===== src/rtl/core/miller_rabin_round_macros.svh =====
// ----------------------------------------------------------------------------
// Miller-Rabin round assertion macros
// Shared concurrent assertion forms, clocked on clk and disabled in reset.
// ----------------------------------------------------------------------------
`ifndef MILLER_RABIN_ROUND_MACROS_SVH
`define MILLER_RABIN_ROUND_MACROS_SVH

// The consequent holds in the same cycle as the antecedent.
`define MRR_ASSERT_SAME(lbl, ante, cons, msg) \
	lbl: assert property (@(posedge clk) disable iff (!arst_n) (ante) |-> (cons)) \
		else $error(msg);

// The consequent holds in the cycle after the antecedent.
`define MRR_ASSERT_NEXT(lbl, ante, cons, msg) \
	lbl: assert property (@(posedge clk) disable iff (!arst_n) (ante) |=> (cons)) \
		else $error(msg);

`endif


===== src/rtl/core/mrr_pkg.sv =====
// ----------------------------------------------------------------------------
// Miller-Rabin round package
// Widths, operand types, unit command and response structs and sequencer states.
// ----------------------------------------------------------------------------
`timescale 1ns / 1ps

package mrr_pkg;

	localparam int FIELD_W  = 62;
	localparam int NUM_BITS = 62;
	localparam int CNT_W    = $clog2(NUM_BITS);

	typedef logic [FIELD_W-1:0]  field_t;
	typedef logic [NUM_BITS-1:0] val_t;
	typedef logic [CNT_W-1:0]    cnt_t;

	typedef enum logic {
		MM_MUL,
		MM_RED
	} mm_op_t;

	typedef struct packed {
		logic   start;
		mm_op_t op;
		val_t   a;
		val_t   b;
		val_t   m;
	} mm_cmd_t;

	typedef struct packed {
		logic busy;
		logic done;
		val_t result;
	} mm_rsp_t;

	typedef enum logic [3:0] {
		ST_IDLE,
		ST_CLASSIFY,
		ST_STRIP,
		ST_RED_WAIT,
		ST_POW_CHK,
		ST_MUL_WAIT,
		ST_SQB_WAIT,
		ST_SQ_CHK,
		ST_SQ_WAIT,
		ST_FINISH
	} mrr_state_t;

endpackage


===== src/rtl/core/mrr_req_if.sv =====
// ----------------------------------------------------------------------------
// Miller-Rabin request channel
// Valid/ready channel carrying the candidate and the random word.
// ----------------------------------------------------------------------------
`timescale 1ns / 1ps

interface mrr_req_if;
	import mrr_pkg::*;

	logic   valid;
	logic   ready;
	field_t candidate;
	field_t random_word;

	modport source (output valid, output candidate, output random_word, input ready);
	modport sink (input valid, input candidate, input random_word, output ready);

endinterface


===== src/rtl/core/mrr_rsp_if.sv =====
// ----------------------------------------------------------------------------
// Miller-Rabin response channel
// Valid/ready channel carrying the verdict of one round.
// ----------------------------------------------------------------------------
`timescale 1ns / 1ps

interface mrr_rsp_if;
	logic valid;
	logic ready;
	logic probably_prime;

	modport source (output valid, output probably_prime, input ready);
	modport sink (input valid, input probably_prime, output ready);

endinterface


===== src/rtl/core/mrr_modmul.sv =====
// ----------------------------------------------------------------------------
// Miller-Rabin modular unit
// Bit-serial modular multiply (LSB first, shift-add) and modular reduction
// (MSB first, restoring), one multiplier bit per cycle.
// ----------------------------------------------------------------------------
`timescale 1ns / 1ps
`include "miller_rabin_round_macros.svh"

module mrr_modmul (
	input  logic             clk,
	input  logic             arst_n,
	input  mrr_pkg::mm_cmd_t cmd,
	output mrr_pkg::mm_rsp_t rsp
);
	import mrr_pkg::*;

	logic   busy_q;
	logic   done_q;
	mm_op_t op_q;
	val_t   a_q;
	val_t   b_q;
	val_t   m_q;
	val_t   acc_q;
	cnt_t   cnt_q;

	logic [NUM_BITS:0] m_ext;
	logic [NUM_BITS:0] sum;
	logic [NUM_BITS:0] dbl;
	logic [NUM_BITS:0] sh;
	val_t              sum_r;
	val_t              dbl_r;
	val_t              sh_r;
	logic              last;

	assign m_ext = {1'b0, m_q};
	assign sum   = {1'b0, acc_q} + {1'b0, a_q};
	assign dbl   = {a_q, 1'b0};
	assign sh    = {acc_q, b_q[NUM_BITS-1]};
	assign sum_r = (sum >= m_ext) ? val_t'(sum - m_ext) : sum[NUM_BITS-1:0];
	assign dbl_r = (dbl >= m_ext) ? val_t'(dbl - m_ext) : dbl[NUM_BITS-1:0];
	assign sh_r  = (sh >= m_ext) ? val_t'(sh - m_ext) : sh[NUM_BITS-1:0];
	assign last  = (cnt_q == cnt_t'(NUM_BITS - 1));

	always_ff @(posedge clk or negedge arst_n) begin
		if (!arst_n) begin
			busy_q <= 1'b0;
			done_q <= 1'b0;
			cnt_q  <= '0;
		end else begin
			done_q <= 1'b0;
			if (cmd.start) begin
				busy_q <= 1'b1;
				cnt_q  <= '0;
			end else if (busy_q) begin
				cnt_q <= cnt_q + cnt_t'(1);
				if (last) begin
					busy_q <= 1'b0;
					done_q <= 1'b1;
				end
			end
		end
	end

	always_ff @(posedge clk) begin
		if (cmd.start) begin
			op_q  <= cmd.op;
			a_q   <= cmd.a;
			b_q   <= cmd.b;
			m_q   <= cmd.m;
			acc_q <= '0;
		end else if (busy_q) begin
			unique case (op_q)
				MM_MUL: begin
					if (b_q[0]) begin
						acc_q <= sum_r;
					end
					a_q <= dbl_r;
					b_q <= b_q >> 1;
				end
				MM_RED: begin
					acc_q <= sh_r;
					b_q   <= b_q << 1;
				end
				default: begin
					acc_q <= acc_q;
				end
			endcase
		end
	end

	assign rsp.busy   = busy_q;
	assign rsp.done   = done_q;
	assign rsp.result = acc_q;

	`MRR_ASSERT_SAME(a_start_idle, cmd.start, !busy_q, "Unit started while busy.")
	`MRR_ASSERT_SAME(a_acc_reduced, busy_q, acc_q < m_q, "Accumulator left its residue range.")
	`MRR_ASSERT_SAME(a_done_after_busy, done_q, $past(busy_q), "Done without a preceding step.")

endmodule


===== src/rtl/core/miller_rabin_round.sv =====
// ----------------------------------------------------------------------------
// Miller-Rabin round
// One witness round of the Miller-Rabin test on a candidate below 2^62.
//
// Usage: an item on req carries candidate and random_word; one item on rsp
// carries probably_prime for it. Both channels use valid/ready and move an
// item when both are high at a clock edge. A new request is taken only when
// the sequencer is idle, one item at a time.
// Flow: two, values below two and even values are decided at classification.
// For an odd candidate, with n-1 = u * 2^t and u of L bits, the block strips
// the t factors of two one at a time, then runs one reduction and up to
// 2L + t modular multiplies in the bit-serial modular unit (one multiplier
// bit per cycle).
// Reset clears the sequencer and drops any waiting result. A stalled
// receiver holds the result in the output register; the next request can be
// taken meanwhile, and its result waits until the register is free.
// ----------------------------------------------------------------------------
`timescale 1ns / 1ps
`include "miller_rabin_round_macros.svh"

module miller_rabin_round (
	input logic        clk,
	input logic        arst_n,
	mrr_req_if.sink    req,
	mrr_rsp_if.source  rsp
);
	import mrr_pkg::*;

	mrr_state_t state_q;
	mrr_state_t state_d;

	val_t n_q;
	val_t r_q;
	val_t e_q;
	val_t acc_q;
	val_t base_q;
	cnt_t twos_q;
	logic res_q;
	logic out_valid_q;
	logic prob_q;

	mm_cmd_t mm_cmd;
	mm_rsp_t mm_rsp;

	logic special;
	logic special_res;
	logic nontrivial;
	logic out_load;

	mrr_modmul u_modmul (
		.clk    (clk),
		.arst_n (arst_n),
		.cmd    (mm_cmd),
		.rsp    (mm_rsp)
	);

	assign special     = (n_q < val_t'(2)) || !n_q[0];
	assign special_res = (n_q == val_t'(2));
	assign nontrivial  = (mm_rsp.result == val_t'(1)) && (acc_q != val_t'(1)) &&
		(acc_q != n_q - val_t'(1));

	always_comb begin
		state_d = state_q;
		unique case (state_q)
			ST_IDLE: begin
				if (req.valid) state_d = ST_CLASSIFY;
			end
			ST_CLASSIFY: begin
				state_d = (special || special_res) ? ST_FINISH : ST_STRIP;
			end
			ST_STRIP: begin
				if (e_q[0]) state_d = ST_RED_WAIT;
			end
			ST_RED_WAIT: begin
				if (mm_rsp.done) state_d = ST_POW_CHK;
			end
			ST_POW_CHK: begin
				priority if (e_q == '0) state_d = ST_SQ_CHK;
				else if (e_q[0]) state_d = ST_MUL_WAIT;
				else state_d = ST_SQB_WAIT;
			end
			ST_MUL_WAIT: begin
				if (mm_rsp.done) state_d = ST_SQB_WAIT;
			end
			ST_SQB_WAIT: begin
				if (mm_rsp.done) state_d = ST_POW_CHK;
			end
			ST_SQ_CHK: begin
				state_d = (twos_q == '0) ? ST_FINISH : ST_SQ_WAIT;
			end
			ST_SQ_WAIT: begin
				if (mm_rsp.done) state_d = nontrivial ? ST_FINISH : ST_SQ_CHK;
			end
			ST_FINISH: begin
				if (!out_valid_q || rsp.ready) state_d = ST_IDLE;
			end
			default: state_d = ST_IDLE;
		endcase
	end

	always_comb begin
		mm_cmd.start = 1'b0;
		mm_cmd.op    = MM_MUL;
		mm_cmd.a     = acc_q;
		mm_cmd.b     = acc_q;
		mm_cmd.m     = n_q;
		req.ready    = 1'b0;
		out_load     = 1'b0;
		unique case (state_q)
			ST_IDLE: begin
				req.ready = 1'b1;
			end
			ST_STRIP: begin
				if (e_q[0]) begin
					mm_cmd.start = 1'b1;
					mm_cmd.op    = MM_RED;
					mm_cmd.a     = '0;
					mm_cmd.b     = r_q;
					mm_cmd.m     = n_q - val_t'(2);
				end
			end
			ST_POW_CHK: begin
				if (e_q != '0) begin
					mm_cmd.start = 1'b1;
					mm_cmd.a     = e_q[0] ? acc_q : base_q;
					mm_cmd.b     = base_q;
				end
			end
			ST_MUL_WAIT: begin
				if (mm_rsp.done) begin
					mm_cmd.start = 1'b1;
					mm_cmd.a     = base_q;
					mm_cmd.b     = base_q;
				end
			end
			ST_SQ_CHK: begin
				mm_cmd.start = (twos_q != '0);
			end
			ST_FINISH: begin
				out_load = !out_valid_q || rsp.ready;
			end
			default: begin
				req.ready = 1'b0;
			end
		endcase
	end

	always_ff @(posedge clk or negedge arst_n) begin
		if (!arst_n) begin
			state_q     <= ST_IDLE;
			out_valid_q <= 1'b0;
		end else begin
			state_q <= state_d;
			if (out_load) begin
				out_valid_q <= 1'b1;
			end else if (rsp.ready) begin
				out_valid_q <= 1'b0;
			end
		end
	end

	always_ff @(posedge clk) begin
		if (out_load) begin
			prob_q <= res_q;
		end
		unique case (state_q)
			ST_IDLE: begin
				if (req.valid) begin
					n_q    <= req.candidate[NUM_BITS-1:0];
					r_q    <= req.random_word[NUM_BITS-1:0];
					e_q    <= req.candidate[NUM_BITS-1:0] - val_t'(1);
					twos_q <= '0;
				end
			end
			ST_CLASSIFY: begin
				res_q <= special_res;
			end
			ST_STRIP: begin
				if (!e_q[0]) begin
					e_q    <= e_q >> 1;
					twos_q <= twos_q + cnt_t'(1);
				end
			end
			ST_RED_WAIT: begin
				if (mm_rsp.done) begin
					base_q <= mm_rsp.result + val_t'(2);
					acc_q  <= val_t'(1);
				end
			end
			ST_MUL_WAIT: begin
				if (mm_rsp.done) acc_q <= mm_rsp.result;
			end
			ST_SQB_WAIT: begin
				if (mm_rsp.done) begin
					base_q <= mm_rsp.result;
					e_q    <= e_q >> 1;
				end
			end
			ST_SQ_CHK: begin
				if (twos_q == '0) res_q <= (acc_q == val_t'(1));
			end
			ST_SQ_WAIT: begin
				if (mm_rsp.done) begin
					if (nontrivial) begin
						res_q <= 1'b0;
					end else begin
						acc_q  <= mm_rsp.result;
						twos_q <= twos_q - cnt_t'(1);
					end
				end
			end
			default: begin
				res_q <= res_q;
			end
		endcase
	end

	assign rsp.valid          = out_valid_q;
	assign rsp.probably_prime = prob_q;

	`MRR_ASSERT_NEXT(a_accept_classify, req.valid && req.ready, state_q == ST_CLASSIFY, "Accepted item not classified next.")
	`MRR_ASSERT_SAME(a_square_count, state_q == ST_SQ_WAIT, twos_q != '0, "Squaring with no squarings left.")
	`MRR_ASSERT_SAME(a_pow_residues, state_q == ST_POW_CHK, (acc_q < n_q) && (base_q < n_q), "Power operands not reduced.")

endmodule


===== src/flat_wrapper.sv =====
// flat-port wrapper written by rule: the top's interface ports become plain ports
module miller_rabin_round_flat import mrr_pkg::*;
  (clk, arst_n, req_valid, req_candidate, req_random_word, req_ready, rsp_valid, rsp_probably_prime, rsp_ready);
  mrr_req_if req_i ();
  mrr_rsp_if rsp_i ();
  input logic clk;
  input logic arst_n;
  input wire logic [$bits(req_i.valid)-1:0] req_valid;
  input wire logic [$bits(req_i.candidate)-1:0] req_candidate;
  input wire logic [$bits(req_i.random_word)-1:0] req_random_word;
  output wire logic [$bits(req_i.ready)-1:0] req_ready;
  output wire logic [$bits(rsp_i.valid)-1:0] rsp_valid;
  output wire logic [$bits(rsp_i.probably_prime)-1:0] rsp_probably_prime;
  input wire logic [$bits(rsp_i.ready)-1:0] rsp_ready;
  assign req_i.valid = req_valid;
  assign req_i.candidate = req_candidate;
  assign req_i.random_word = req_random_word;
  assign req_ready = req_i.ready;
  assign rsp_valid = rsp_i.valid;
  assign rsp_probably_prime = rsp_i.probably_prime;
  assign rsp_i.ready = rsp_ready;
  miller_rabin_round u_core (.clk(clk), .arst_n(arst_n), .req(req_i), .rsp(rsp_i));
endmodule

===== config.mk =====
export PLATFORM = sky130hd
export DESIGN_NAME = miller_rabin_round_flat
export DESIGN_NICKNAME = d
export VERILOG_FILES = /design/src/rtl/core/mrr_pkg.sv /design/src/rtl/core/mrr_req_if.sv /design/src/rtl/core/mrr_rsp_if.sv /design/src/rtl/core/mrr_modmul.sv /design/src/rtl/core/miller_rabin_round.sv /design/src/flat_wrapper.sv
export VERILOG_INCLUDE_DIRS = /design/src /design/src/rtl/core
export SDC_FILE = /design/constraint.sdc
export NUM_CORES = 2
export LEC_CHECK = 0
export BUFFER_PORTS_ARGS = -buffer_cell sky130_fd_sc_hd__buf_2
export CAP_MARGIN = 30
export CORE_AREA = 2 2 293 295
export CTS_BUF_LIST = sky130_fd_sc_hd__clkbuf_16
export DETAILED_ROUTE_END_ITERATION = 12
export DIE_AREA = 0 0 295 297
export PLACE_DENSITY_LB_ADDON = 0.1
export SYNTH_ARGS = -nofsm -noshare
export SYNTH_HDL_FRONTEND = slang
export SYNTH_SLANG_ARGS = --single-unit

===== constraint.sdc =====
create_clock -name clk -period 6.71 [get_ports clk]
set_input_delay 2.013 -clock clk [delete_from_list [all_inputs] [get_ports clk]]
set_output_delay 2.013 -clock clk [all_outputs]
set_load 0.1 [all_outputs]

==> impl_metrics.py <==
metrics = {
    "status": {
        "status": "finished clean",
    },
    "clocking": {
        "clockRootBuffer": "clkbuf_16",
        "cts_tree": "yes",
        "clock-sinks": 580,
        "cts_resized": 0,
        "clk_path_buf_depth": 3,
        "clk_pin_slew_ns": 0.06,
        "htree_num_levels": 3,
        "hold_buffers": 0,
        "clock_latency_ns": 0.65,
        "numCtsBuffers": 70,
        "post_cts_buffers": 0,
    },
    "worst_setup_path": {
        "worstPathMaxFanout": 41,
        "cp.required_ns": 7.27,
        "setup.worst_path.end_class": "register",
        "critPathKind": "register to register",
        "critPathLaunchType": "register",
        "arrival_ns": 6.96,
    },
    "route": {
        "drt_iter0_markers": 5483,
        "drt-pass1-iter-count": 8,
        "routed_wl_um": 174000,
        "met3_length_um": 20800,
        "routedWlPerCell_um": 27.0,
        "drt-met1-wl_um": 72900,
        "vias_per_cell": 6.62,
        "postRouteAntennaNets": 0,
        "met2_length_um": 72200,
        "highest_layer": "met5",
        "vias": 42629,
        "drc": 0,
    },
    "global_routing": {
        "track_usage_pct": 38.8,
        "grt_pass1_vias": 39635,
        "grt_pass1_wl_um": 254000,
        "grt_max_degree": 92,
        "overflow": 0,
        "grt_antenna_before_repair": 4,
    },
    "final_layout": {
        "n_antenna_cell": 0,
        "area_growth_pct": 10.1,
        "fillerInstances": 7469,
        "design_area_um2": 50700,
        "seqCellArea_um2": 16700,
        "nets": 5632,
        "multiInputGateArea_um2": 27700,
        "drive_above_1_share_pct": 9.76,
    },
    "logic_synthesis": {
        "synth.yosys.warnings": 0,
        "synth_area_leader_cell": "edfxtp_1",
        "ys_types": 103,
        "synth_fp_nets": 5580,
        "yosys_most_used_dff": "edfxtp_1",
        "synth_area_leaders": "edfxtp_1, ha_1, xnor2_1",
        "syn_inst": 5188,
        "avgSynthCellArea_um2": 8.88,
        "synth_commonest_cells": "a21oi_1, nand2_1, edfxtp_1, nor2_1, xnor2_1",
        "synthArstFlopShare_pct": 2.24,
        "synth_edf_count": 505,
        "ys_ff_latch": 580,
        "synth_most_common_cell": "a21oi_1",
        "yosysSeqAreaShare_pct": 36.3,
        "synth.top_cell.area_share_pct": 32.9,
        "synth_area_um2": 46100,
    },
    "timing": {
        "fin_crit_ns": 6.40,
        "worstMarginPinSlew_ns": 1.11,
        "setup_ws_ns": 0.314,
        "tns_ns": 0,
        "hold_violations": 0,
        "worst_clock_skew_ns": 0.0285,
        "max_freq_mhz": 156,
        "rsz0062_at_grt": "false",
        "relSlewSlack_pct": 25.4,
        "setup-violations-final": 0,
        "whs_ns": 0.420,
        "slew_violations": 0,
        "post-route-period-util_pct": 95.3,
    },
    "flow_run": {
        "drv_cap": 0,
    },
    "placement": {
        "dpl-instance-area_um2": 48400,
        "io_buffers": 130,
        "place_ws_ns": 0.295,
        "dpl.hpwl_um": 136000,
        "finalWeightedCongestion": 1.02,
    },
    "floorplanning": {
        "coreArea_um2": 84500,
        "design.portCount": 131,
        "die_w_um": 295,
        "initial_core_util_pct": 54.5,
        "row_count": 107,
        "dieHeight_um": 297,
        "floorplan.die_area_um2": 87600,
    },
    "min_path": {
        "hp-class": "register to register",
    },
}
layout make-up:
class                           instances  share of cell area (%)
Clock inverter                         57                    1.11
Multi-Input combinational cell       4154                    54.7
Tap cell                             1144                    2.82
Sequential cell                       580                    33.0
Inverter                              157                    1.17
Timing Repair Buffer                  277                    3.72
Clock buffer                           71                    3.50
final timing paths:
check / startpoint / end / slack, ns / depth (start not counted)
max in group asynchronous: arst_n / u_core.u_modmul.cnt_q[5] / 5.23 / 1
min reg2reg: u_core.res_q / u_core.rsp.probably_prime / 0.42 / 0
max: u_core.u_modmul.a_q[2] / u_core.u_modmul.acc_q[22] / 0.31 / 24
max reg2reg: u_core.u_modmul.a_q[2] / u_core.u_modmul.acc_q[22] / 0.31 / 24
min: u_core.res_q / u_core.rsp.probably_prime / 0.42 / 0
min in group asynchronous: arst_n / u_core.u_modmul.done_q / 1.26 / 1
cells by family (layout without fill, tap and decap cells):
logic type | count (synthesis) | in the layout | synth area share, %
flip-flops | 580 | 580 | 36.3
adder cells (fa/ha/maj) | 264 | 264 | 7.25
buffers and inverters | 454 | 562 | 3.83
AO/OA/AOI/OAI | 1583 | 1583 | 21.9
AND/OR/NAND/NOR | 1669 | 1669 | 18.1
XOR/XNOR | 504 | 504 | 9.58
multiplexers | 134 | 134 | 3.06
state kept, by name (all words and copies together) (netlist names):
name,count
u_core.rsp.valid,1
u_core.u_modmul.m_q,62
u_core.n_q,62
u_core.u_modmul.acc_q,62
u_core.base_q,62
u_core.u_modmul.a_q,62
u_core.e_q,62
u_core.r_q,62
u_core.u_modmul.b_q,62
u_core.u_modmul.op_q,1
u_core.twos_q,6
u_core.u_modmul.busy_q,1
u_core.u_modmul.cnt_q,6
u_core.state_q,4
u_core.res_q,1
u_core.u_modmul.done_q,1
u_core.rsp.probably_prime,1
u_core.acc_q,62
metrics by stage:
step	instances	utilization, %
6_report	6440	60.0
5_1_grt	6440	60.0
4_1_cts	6440	60.0
3_5_place_dp	6312	57.3
3_3_place_gp	6308	57.2
2_1_floorplan	5188	-
cell usage in the layout (no fill, tap or decap), types with 123 or more instances in the layout:
cell,n
a21o_1,150
a21oi_1,522
buf_2,131
buf_4,135
edfxtp_1,505
ha_1,259
inv_1,165
nand2_1,508
nand3_1,123
nor2_1,358
o21ai_0,300
xnor2_1,306
xor2_1,198
metal layers:
layer / up-vias / global-route usage, %
li1: 19569 / -
met1: 20213 / 56.3
met2: 2509 / 56.1
met3: 336 / 8.08
met4: 2 / 15.9
met5: - / 0
worst max-delay path: stages (launching register included):
cell	delay [ns]
edfxtp_1	0.45
ha_1	0.39
o21ai_0	0.10
nor2_1	0.18
o21ai_0	0.31
or4b_1	0.64
a31oi_1	0.44
buf_4	0.22
nand4_1	0.09
nor3b_1	0.16
xnor2_1	0.17
ha_1	0.50
and2_1	0.23
nand3_1	0.15
nor3_1	0.58
nand2_1	0.22
nor3_1	0.25
nor3_2	0.12
o211ai_4	0.11
buf_12	0.26
buf_4	0.19
nor2_1	0.04
a211oi_1	0.22
a21oi_1	0.06
a21oi_1	0.16
Power is not shown: default switching activity piles up to over one toggle a cycle in this logic, so the estimate is an artifact.
